$ cat src/rtl/core/c2p_pkg.sv
// ============================================================================
// c2p_pkg
// Shared types, widths and constants for the Cartesian-to-polar converter.
// ============================================================================
package c2p_pkg;

    // Coordinate width is fixed by the item format.
    localparam int COORD_WIDTH = 16;

    // Defaults for the top-level parameters.
    localparam int ANGLE_FRAC_BITS_DEF = 8;
    localparam int CORDIC_STAGES_DEF   = 18;

    // Angle accumulator fraction bits (degrees) and vector guard bits.
    localparam int Z_FRAC     = 24;
    localparam int GUARD_BITS = 16;

    // CORDIC vector width: magnitude grows by the gain and by sqrt(2).
    localparam int CW = COORD_WIDTH + GUARD_BITS + 3;
    // Angle accumulator width (signed), folded angle width (unsigned).
    localparam int Z_W = 33;
    localparam int FW  = 34;

    // Square root: one root bit per pair of the scaled sum of squares.
    localparam int ROOT_PAIRS = COORD_WIDTH + 4;
    localparam int REM_W      = ROOT_PAIRS + 3;
    localparam int T_W        = 2 * COORD_WIDTH + 8;

    // Output field widths.
    localparam int QUAD_W   = 3;
    localparam int RADIUS_W = 20;
    localparam int ANGLE_W  = 17;

    // Quadrant codes.
    localparam logic [QUAD_W-1:0] QUAD_FIRST  = 3'd1;
    localparam logic [QUAD_W-1:0] QUAD_SECOND = 3'd2;
    localparam logic [QUAD_W-1:0] QUAD_THIRD  = 3'd3;
    localparam logic [QUAD_W-1:0] QUAD_FOURTH = 3'd4;

    // Angles in accumulator units.
    localparam logic [FW-1:0] DEG90  = FW'(90)  << Z_FRAC;
    localparam logic [FW-1:0] DEG180 = FW'(180) << Z_FRAC;
    localparam logic [FW-1:0] DEG360 = FW'(360) << Z_FRAC;

    // atan(2^-i) in units of 2^-24 degree, rounded to nearest.
    localparam logic [31:0] ATAN_TAB [32] = '{
        32'd754974720, 32'd445687602, 32'd235489088, 32'd119537938,
        32'd60000934,  32'd30029717,  32'd15018523,  32'd7509720,
        32'd3754917,   32'd1877466,   32'd938734,    32'd469367,
        32'd234684,    32'd117342,    32'd58671,     32'd29335,
        32'd14668,     32'd7334,      32'd3667,      32'd1833,
        32'd917,       32'd458,       32'd229,       32'd115,
        32'd57,        32'd29,        32'd14,        32'd7,
        32'd4,         32'd2,         32'd1,         32'd0
    };

    // One input item.
    typedef struct packed {
        logic signed [COORD_WIDTH-1:0] coord_x;
        logic signed [COORD_WIDTH-1:0] coord_y;
    } coord_item_t;

    // One result item.
    typedef struct packed {
        logic [QUAD_W-1:0]   quadrant;
        logic [RADIUS_W-1:0] radius;
        logic [ANGLE_W-1:0]  angle;
    } polar_item_t;

    // Per-item control that rides alongside the datapath.
    typedef struct packed {
        logic [QUAD_W-1:0] quadrant;
        logic              x_zero;
        logic              y_zero;
    } c2p_ctrl_t;

endpackage

$ cat src/rtl/core/c2p_stage.sv
// ============================================================================
// c2p_stage
// One pipeline stage: a CORDIC vectoring rotation and one square-root digit, each passed past its chain's end.
// ============================================================================
module c2p_stage
    import c2p_pkg::*;
#(
    parameter int STAGE_IDX     = 0,
    parameter int CORDIC_STAGES = CORDIC_STAGES_DEF
)
(
    input  logic                   clk,
    input  logic                   rst_n,
    input  logic                   en,
    input  logic                   valid_in,
    input  c2p_ctrl_t              ctrl_in,
    input  logic signed [CW-1:0]   cx_in,
    input  logic signed [CW-1:0]   cy_in,
    input  logic signed [Z_W-1:0]  z_in,
    input  logic [T_W-1:0]         t_in,
    input  logic [REM_W-1:0]       rem_in,
    input  logic [ROOT_PAIRS-1:0]  root_in,
    output logic                   valid_out,
    output c2p_ctrl_t              ctrl_out,
    output logic signed [CW-1:0]   cx_out,
    output logic signed [CW-1:0]   cy_out,
    output logic signed [Z_W-1:0]  z_out,
    output logic [T_W-1:0]         t_out,
    output logic [REM_W-1:0]       rem_out,
    output logic [ROOT_PAIRS-1:0]  root_out
);

    localparam int TAB_IDX = STAGE_IDX % 32;

    logic                  valid_reg;
    c2p_ctrl_t             ctrl_reg;
    logic signed [CW-1:0]  cx_reg, cx_next;
    logic signed [CW-1:0]  cy_reg, cy_next;
    logic signed [Z_W-1:0] z_reg, z_next;
    logic [T_W-1:0]        t_reg, t_next;
    logic [REM_W-1:0]      rem_reg, rem_next;
    logic [ROOT_PAIRS-1:0] root_reg, root_next;

    // CORDIC rotation toward the x axis, or a plain pass past the last rotation.
    generate
        if (STAGE_IDX < CORDIC_STAGES) begin : g_cordic
            logic signed [CW-1:0]  dx, dy;
            logic signed [Z_W-1:0] step;
            assign dx   = cy_in >>> STAGE_IDX;
            assign dy   = cx_in >>> STAGE_IDX;
            assign step = signed'(Z_W'(ATAN_TAB[TAB_IDX]));
            always_comb
            begin
                if (!cy_in[CW-1])
                begin
                    cx_next = cx_in + dx;
                    cy_next = cy_in - dy;
                    z_next  = z_in + step;
                end
                else
                begin
                    cx_next = cx_in - dx;
                    cy_next = cy_in + dy;
                    z_next  = z_in - step;
                end
            end
        end
        else begin : g_cordic_pass
            assign cx_next = cx_in;
            assign cy_next = cy_in;
            assign z_next  = z_in;
        end
    endgenerate

    // One restoring square-root digit from the top pair of the operand.
    generate
        if (STAGE_IDX < ROOT_PAIRS) begin : g_root
            logic [REM_W-1:0] rem_sh, trial;
            assign rem_sh = {rem_in[REM_W-3:0], t_in[T_W-1 -: 2]};
            assign trial  = REM_W'({root_in, 2'b01});
            assign t_next = {t_in[T_W-3:0], 2'b00};
            always_comb
            begin
                if (rem_sh >= trial)
                begin
                    rem_next  = rem_sh - trial;
                    root_next = {root_in[ROOT_PAIRS-2:0], 1'b1};
                end
                else
                begin
                    rem_next  = rem_sh;
                    root_next = {root_in[ROOT_PAIRS-2:0], 1'b0};
                end
            end
        end
        else begin : g_root_pass
            assign t_next    = t_in;
            assign rem_next  = rem_in;
            assign root_next = root_in;
        end
    endgenerate

    // Valid bit, cleared by reset.
    always_ff @(posedge clk or negedge rst_n)
    begin
        if (!rst_n)
        begin
            valid_reg <= 1'b0;
        end
        else if (en)
        begin
            valid_reg <= valid_in;
        end
    end

    // Payload registers.
    always_ff @(posedge clk)
    begin
        if (en)
        begin
            ctrl_reg <= ctrl_in;
            cx_reg   <= cx_next;
            cy_reg   <= cy_next;
            z_reg    <= z_next;
            t_reg    <= t_next;
            rem_reg  <= rem_next;
            root_reg <= root_next;
        end
    end

    assign valid_out = valid_reg;
    assign ctrl_out  = ctrl_reg;
    assign cx_out    = cx_reg;
    assign cy_out    = cy_reg;
    assign z_out     = z_reg;
    assign t_out     = t_reg;
    assign rem_out   = rem_reg;
    assign root_out  = root_reg;

endmodule
$ cat config.mk
export PLATFORM = sky130hd
export DESIGN_NAME = c2p_stage
export DESIGN_NICKNAME = d
export VERILOG_FILES = /design/src/rtl/core/c2p_pkg.sv /design/src/rtl/core/c2p_stage.sv
export SDC_FILE = /design/constraint.sdc
export NUM_CORES = 1
export LEC_CHECK = 0
export ABC_AREA = 1
export BUFFER_PORTS_ARGS = -buffer_cell sky130_fd_sc_hd__buf_2
export CORE_UTILIZATION = 50
export CTS_CLUSTER_SIZE = 40
export DETAILED_ROUTE_END_ITERATION = 6
export PLACE_DENSITY = 0.79
export SLEW_MARGIN = 20
export SYNTH_ARGS = -nofsm -noshare
export SYNTH_HDL_FRONTEND = slang
export SYNTH_SLANG_ARGS = --single-unit
export TNS_END_PERCENT = 10
$ cat constraint.sdc
create_clock -name clk -period 1.1 [get_ports clk]
set_input_delay 0.275 -clock clk [delete_from_list [all_inputs] [get_ports clk]]
set_output_delay 0.275 -clock clk [all_outputs]
set_load 0.01 [all_outputs]
==> impl_metrics.sql <==
INSERT INTO impl_metrics (metric_group, metric, value, unit) VALUES
('detailed_routing', 'ant_nets', '0', ''),
('critical_path', 'crit_required', '1320', 'ps'),
('yosys', 'yosysUniqueCellTypes', '46', ''),
('critical_path', 'critPathCaptureType', 'flop', ''),
('yosys', 'ys_dominant_reg_cell', 'sky130_fd_sc_hd__edfxtp_1', ''),
('yosys', 'syn-cell-area', '15200', 'um^2'),
('place', 'gp_congestion', '1.01', ''),
('timing', 'worst_path_setup_slack_after_routing', '-780', 'ps'),
('detailed_routing', 'route.detailed.drc', '10', ''),
('floorplan', 'die_height', '176', 'um'),
('timing', 'min_period', '1880', 'ps'),
('yosys', 'synth.cells.most_frequent', 'sky130_fd_sc_hd__nand2_1, sky130_fd_sc_hd__inv_1, sky130_fd_sc_hd__edfxtp_1, sky130_fd_sc_hd__nand3_1, sky130_fd_sc_hd__nor2_1', ''),
('grt', 'grt_overflow_total', '0', ''),
('floorplan', 'floorplan.rows', '63', ''),
('critical_path', 'start_kind', 'input port', ''),
('timing', 'final.setup_skew', '0', 'ps'),
('timing', 'final_count_of_negative_setup_slack_endpoints', '286', ''),
('yosys', 'syn_area_per_cell', '7.52', 'um^2'),
('clock_tree', 'clock_pin_slew_reported_for_the_worst_setup_and_hold_paths_after_clock_tree_synthesis', '90', 'ps'),
('grt', 'met3_usage', '11.9', '%'),
('clock_tree', 'clock_latency', '460', 'ps'),
('yosys', 'async_reset_ff_share', '0.529', '%'),
('yosys', 'synth_edf_count', '188', ''),
('yosys', 'yosys_warnings', '0', ''),
('critical_path', 'rrSetupSlack', '360', 'ps'),
('yosys', 'synthesis.instances', '2019', ''),
('pwr', 'power.density', '1150', 'nW/um^2'),
('place', 'place.detailed.instances', '3166', ''),
('grt', 'grt_pass1_vias', '18570', ''),
('critical_path', 'critical_path.max_fanout', '4', ''),
('finish', 'drive_above_1_share', '53.8', '%'),
('clock_tree', 'tritoncts', 'built', ''),
('pwr', 'leakagePower', '12.3', 'nW'),
('clock_tree', 'clockBufferDepth', '2', ''),
('timing', 'finalHoldWorstSlack', '-18.5', 'ps'),
('yosys', 'cell_taking_the_most_area_after_synthesis', 'sky130_fd_sc_hd__edfxtp_1', ''),
('flow_run', 'drv_cap', '0', ''),
('grt', 'grtUsageMet2', '72.9', '%'),
('clock_tree', 'root_cell_of_the_clock_tree', 'sky130_fd_sc_hd__clkbuf_16', ''),
('timing', 'unrepaired_setup_endpoints_after_global_routing', 'true', ''),
('clock_tree', 'numCtsBuffers', '17', ''),
('timing', 'achievable_freq', '0.532', 'GHz'),
('detailed_routing', 'wire_per_inst', '23.8', 'um'),
('grt', 'busiest_layer', 'met2', ''),
('grt', 'grt_max_degree', '27', ''),
('place', 'hpwl', '52.3', 'mm'),
('finish', 'filler_cell_count', '1509', ''),
('finish', 'signed_area_change_from_the_synthesized_netlist_to_the_final_layout', '69.8', '%'),
('clock_tree', 'cts_max_level', '4', ''),
('finish', 'nets_final', '3220', ''),
('detailed_routing', 'routed_wirelength', '78.6', 'mm'),
('critical_path', 'criticalPathCategory', 'in -> reg', ''),
('critical_path', 'critPathArrivalTime', '2100', 'ps'),
('timing', 'period_share', '171', '%'),
('detailed_routing', 'first_pass_iters', '7', ''),
('timing', 'maxSlewViolCount', '0', ''),
('clock_tree', 'clock_sink_count', '189', ''),
('detailed_routing', 'avgViaCountPerCell', '6.01', ''),
('detailed_routing', 'dr_total_vias', '19792', ''),
('timing', 'final_hold_viol_count', '29', ''),
('yosys', 'synthDominantCellAreaShare', '37.2', '%'),
('yosys', 'synth.area.top_cells', 'sky130_fd_sc_hd__edfxtp_1, sky130_fd_sc_hd__nand2_1, sky130_fd_sc_hd__ha_1, sky130_fd_sc_hd__inv_1, sky130_fd_sc_hd__nand3_1', ''),
('outcome', 'outcome', 'finished, violations left', ''),
('floorplan', 'fp.dieArea', '31000', 'um^2'),
('finish', 'final_core_util', '86.7', '%'),
('yosys', 'synth_sequential_area_ratio', '37.4', '%'),
('floorplan', 'initial_core_util', '51.1', '%'),
('floorplan', 'num_io_pins', '387', ''),
('pwr', 'max_vdd_drop', '0.00108', 'V'),
('grt', 'grt_first_pass_wirelength', '104', 'mm'),
('grt', 'grt_use_met1', '51.2', '%'),
('floorplan', 'design.core.area', '29700', 'um^2'),
('yosys', 'ys_seq_elements', '189', ''),
('grt', 'total_global_routing_track_utilization', '44.4', '%'),
('grt', 'initial_antenna_violation_count', '4', ''),
('floorplan', 'floorplan.die.width', '176', 'um'),
('yosys', 'post-synth-top-count-cell', 'sky130_fd_sc_hd__nand2_1', ''),
('finish', 'finish.cell_count_without_fillers', '3295', ''),
('place', 'place.port_buffers', '382', ''),
('outcome', 'violated_checks', 'design-rule violations, negative hold slack, negative setup slack', ''),
('min_path', 'hp-class', 'in -> reg', ''),
('detailed_routing', 'detailedRoute.firstIterationViolations', '2623', '');
## path summary, 6_finish.rpt
path,start,end,cells after the start
max,root_in[5],rem_out[17]$_DFFE_PP_,13
min,t_in[11],t_out[13]$_DFFE_PP_,1
max reg2reg,valid_out$_DFFE_PN0P_,valid_out$_DFFE_PN0P_,1
min reg2reg,valid_out$_DFFE_PN0P_,valid_out$_DFFE_PN0P_,1
max in group asynchronous,rst_n,valid_out$_DFFE_PN0P_,2
min in group asynchronous,rst_n,valid_out$_DFFE_PN0P_,2
## what timing repair did
item | 4_1_cts | 5_1_grt
pin swaps | 141 | 166
setup endpoints to repair | 287 | 286
hold endpoints to repair | 27 | 2
hold buffers | 27 | 2
cloned | 0 | 3
resized for setup | 446 | 417
setup buffers | 34 | 34
## final cells by class
type / instances / area, um^2 / area share, %
antenna: 2 / 5.00 / 0.0194
clock inverter: 15 / 181 / 0.704
timing repair buffer: 903 / 6600 / 25.6
multi-input combinational: 1490 / 11200 / 43.5
inverter: 289 / 1190 / 4.63
clock buffer: 17 / 425 / 1.65
tap: 390 / 488 / 1.89
sequential: 189 / 5670 / 22.0
## registers in the layout, indices dropped and copies added (netlist names)
name / count
ctrl_out: 5
t_out: 38
cy_out: 35
cx_out: 34
z_out: 33
valid_out: 1
root_out: 20
rem_out: 23
## per-stage QoR
| stage | setup TNS [ps] | power [mW] | hold WS, ps | area (um^2) | worst slack (ps) |
|---|---|---|---|---|---|
| floorplan | -61460 | 14.2 | -20.6 | 15700 | -724 |
| global placement | -106730 | 19.0 | 49.2 | 21100 | -1380 |
| detailed placement | -109390 | 19.2 | 51.1 | 21100 | -1390 |
| CTS | -76580 | 27.0 | 0.324 | 24000 | -609 |
| global route | -97590 | 30.2 | -18.5 | 25800 | -894 |
| finish | -92580 | 29.5 | -18.5 | 25800 | -780 |
## layout by cell type (no fill, tap or decap), types with 9 or more instances in the layout
master,n
sky130_fd_sc_hd__xor2_2,10
sky130_fd_sc_hd__nand3_2,33
sky130_fd_sc_hd__a21oi_2,65
sky130_fd_sc_hd__nand2_2,113
sky130_fd_sc_hd__buf_8,18
sky130_fd_sc_hd__o21ai_0,42
sky130_fd_sc_hd__nor2_2,40
sky130_fd_sc_hd__edfxtp_1,188
sky130_fd_sc_hd__buf_6,54
sky130_fd_sc_hd__buf_2,329
sky130_fd_sc_hd__clkbuf_16,19
sky130_fd_sc_hd__o21ai_2,36
sky130_fd_sc_hd__ha_1,68
sky130_fd_sc_hd__nand2_4,53
sky130_fd_sc_hd__inv_1,179
sky130_fd_sc_hd__nor3_4,9
sky130_fd_sc_hd__xnor2_1,10
sky130_fd_sc_hd__nor2_4,47
sky130_fd_sc_hd__buf_12,16
sky130_fd_sc_hd__nor2_1,92
sky130_fd_sc_hd__a21oi_1,73
sky130_fd_sc_hd__nor3_2,10
sky130_fd_sc_hd__inv_4,26
sky130_fd_sc_hd__nand4_1,19
sky130_fd_sc_hd__dlygate4sd3_1,29
sky130_fd_sc_hd__o21ai_1,45
sky130_fd_sc_hd__inv_2,78
sky130_fd_sc_hd__nand3_1,131
sky130_fd_sc_hd__xor2_1,25
sky130_fd_sc_hd__a21o_1,14
sky130_fd_sc_hd__ha_2,9
sky130_fd_sc_hd__nand2_1,375
sky130_fd_sc_hd__buf_4,454
sky130_fd_sc_hd__ha_4,54
sky130_fd_sc_hd__o21bai_1,13
sky130_fd_sc_hd__a21oi_4,22
## logic make-up (layout without fill, tap and decap cells)
group | after synthesis | after routing | share of synthesized area (%)
adder cells (fa/ha/maj) | 135 | 135 | 11.3
other | 1 | 4 | 0.0247
AND/OR/NAND/NOR | 957 | 957 | 26.8
multiplexers | 1 | 1 | 0.0742
AO/OA/AOI/OAI | 348 | 348 | 12.4
buffers and inverters | 341 | 1224 | 9.24
flip-flops | 189 | 189 | 37.4
XOR/XNOR | 47 | 47 | 2.71
## routing by layer
metal | vias up | routed length [um]
li1 | 8412 | -
met5 | - | 23
met3 | 612 | 10300
met2 | 1721 | 34900
met1 | 9043 | 26500
met4 | 4 | 6850
## power breakdown
part	leakage [nW]	switching (mW)	total [mW]	internal, mW
sequential	1.85	0.402	9.37	8.97
clock	0.293	3.58	6.69	3.10
combinational	10.1	7.77	13.5	5.68
## critical path, stage by stage
cell	delay (ps)
sky130_fd_sc_hd__buf_2	90
sky130_fd_sc_hd__inv_1	80
sky130_fd_sc_hd__ha_4	330
sky130_fd_sc_hd__nand2_1	130
sky130_fd_sc_hd__nor2_1	240
sky130_fd_sc_hd__nand2_1	90
sky130_fd_sc_hd__o21ai_0	270
sky130_fd_sc_hd__buf_4	210
sky130_fd_sc_hd__nand2_1	90
sky130_fd_sc_hd__nand2_1	80
sky130_fd_sc_hd__nand2_1	70
sky130_fd_sc_hd__nand3_1	90
sky130_fd_sc_hd__nand2_1	60
No activity file was read; power rests on OpenSTA's default activity.
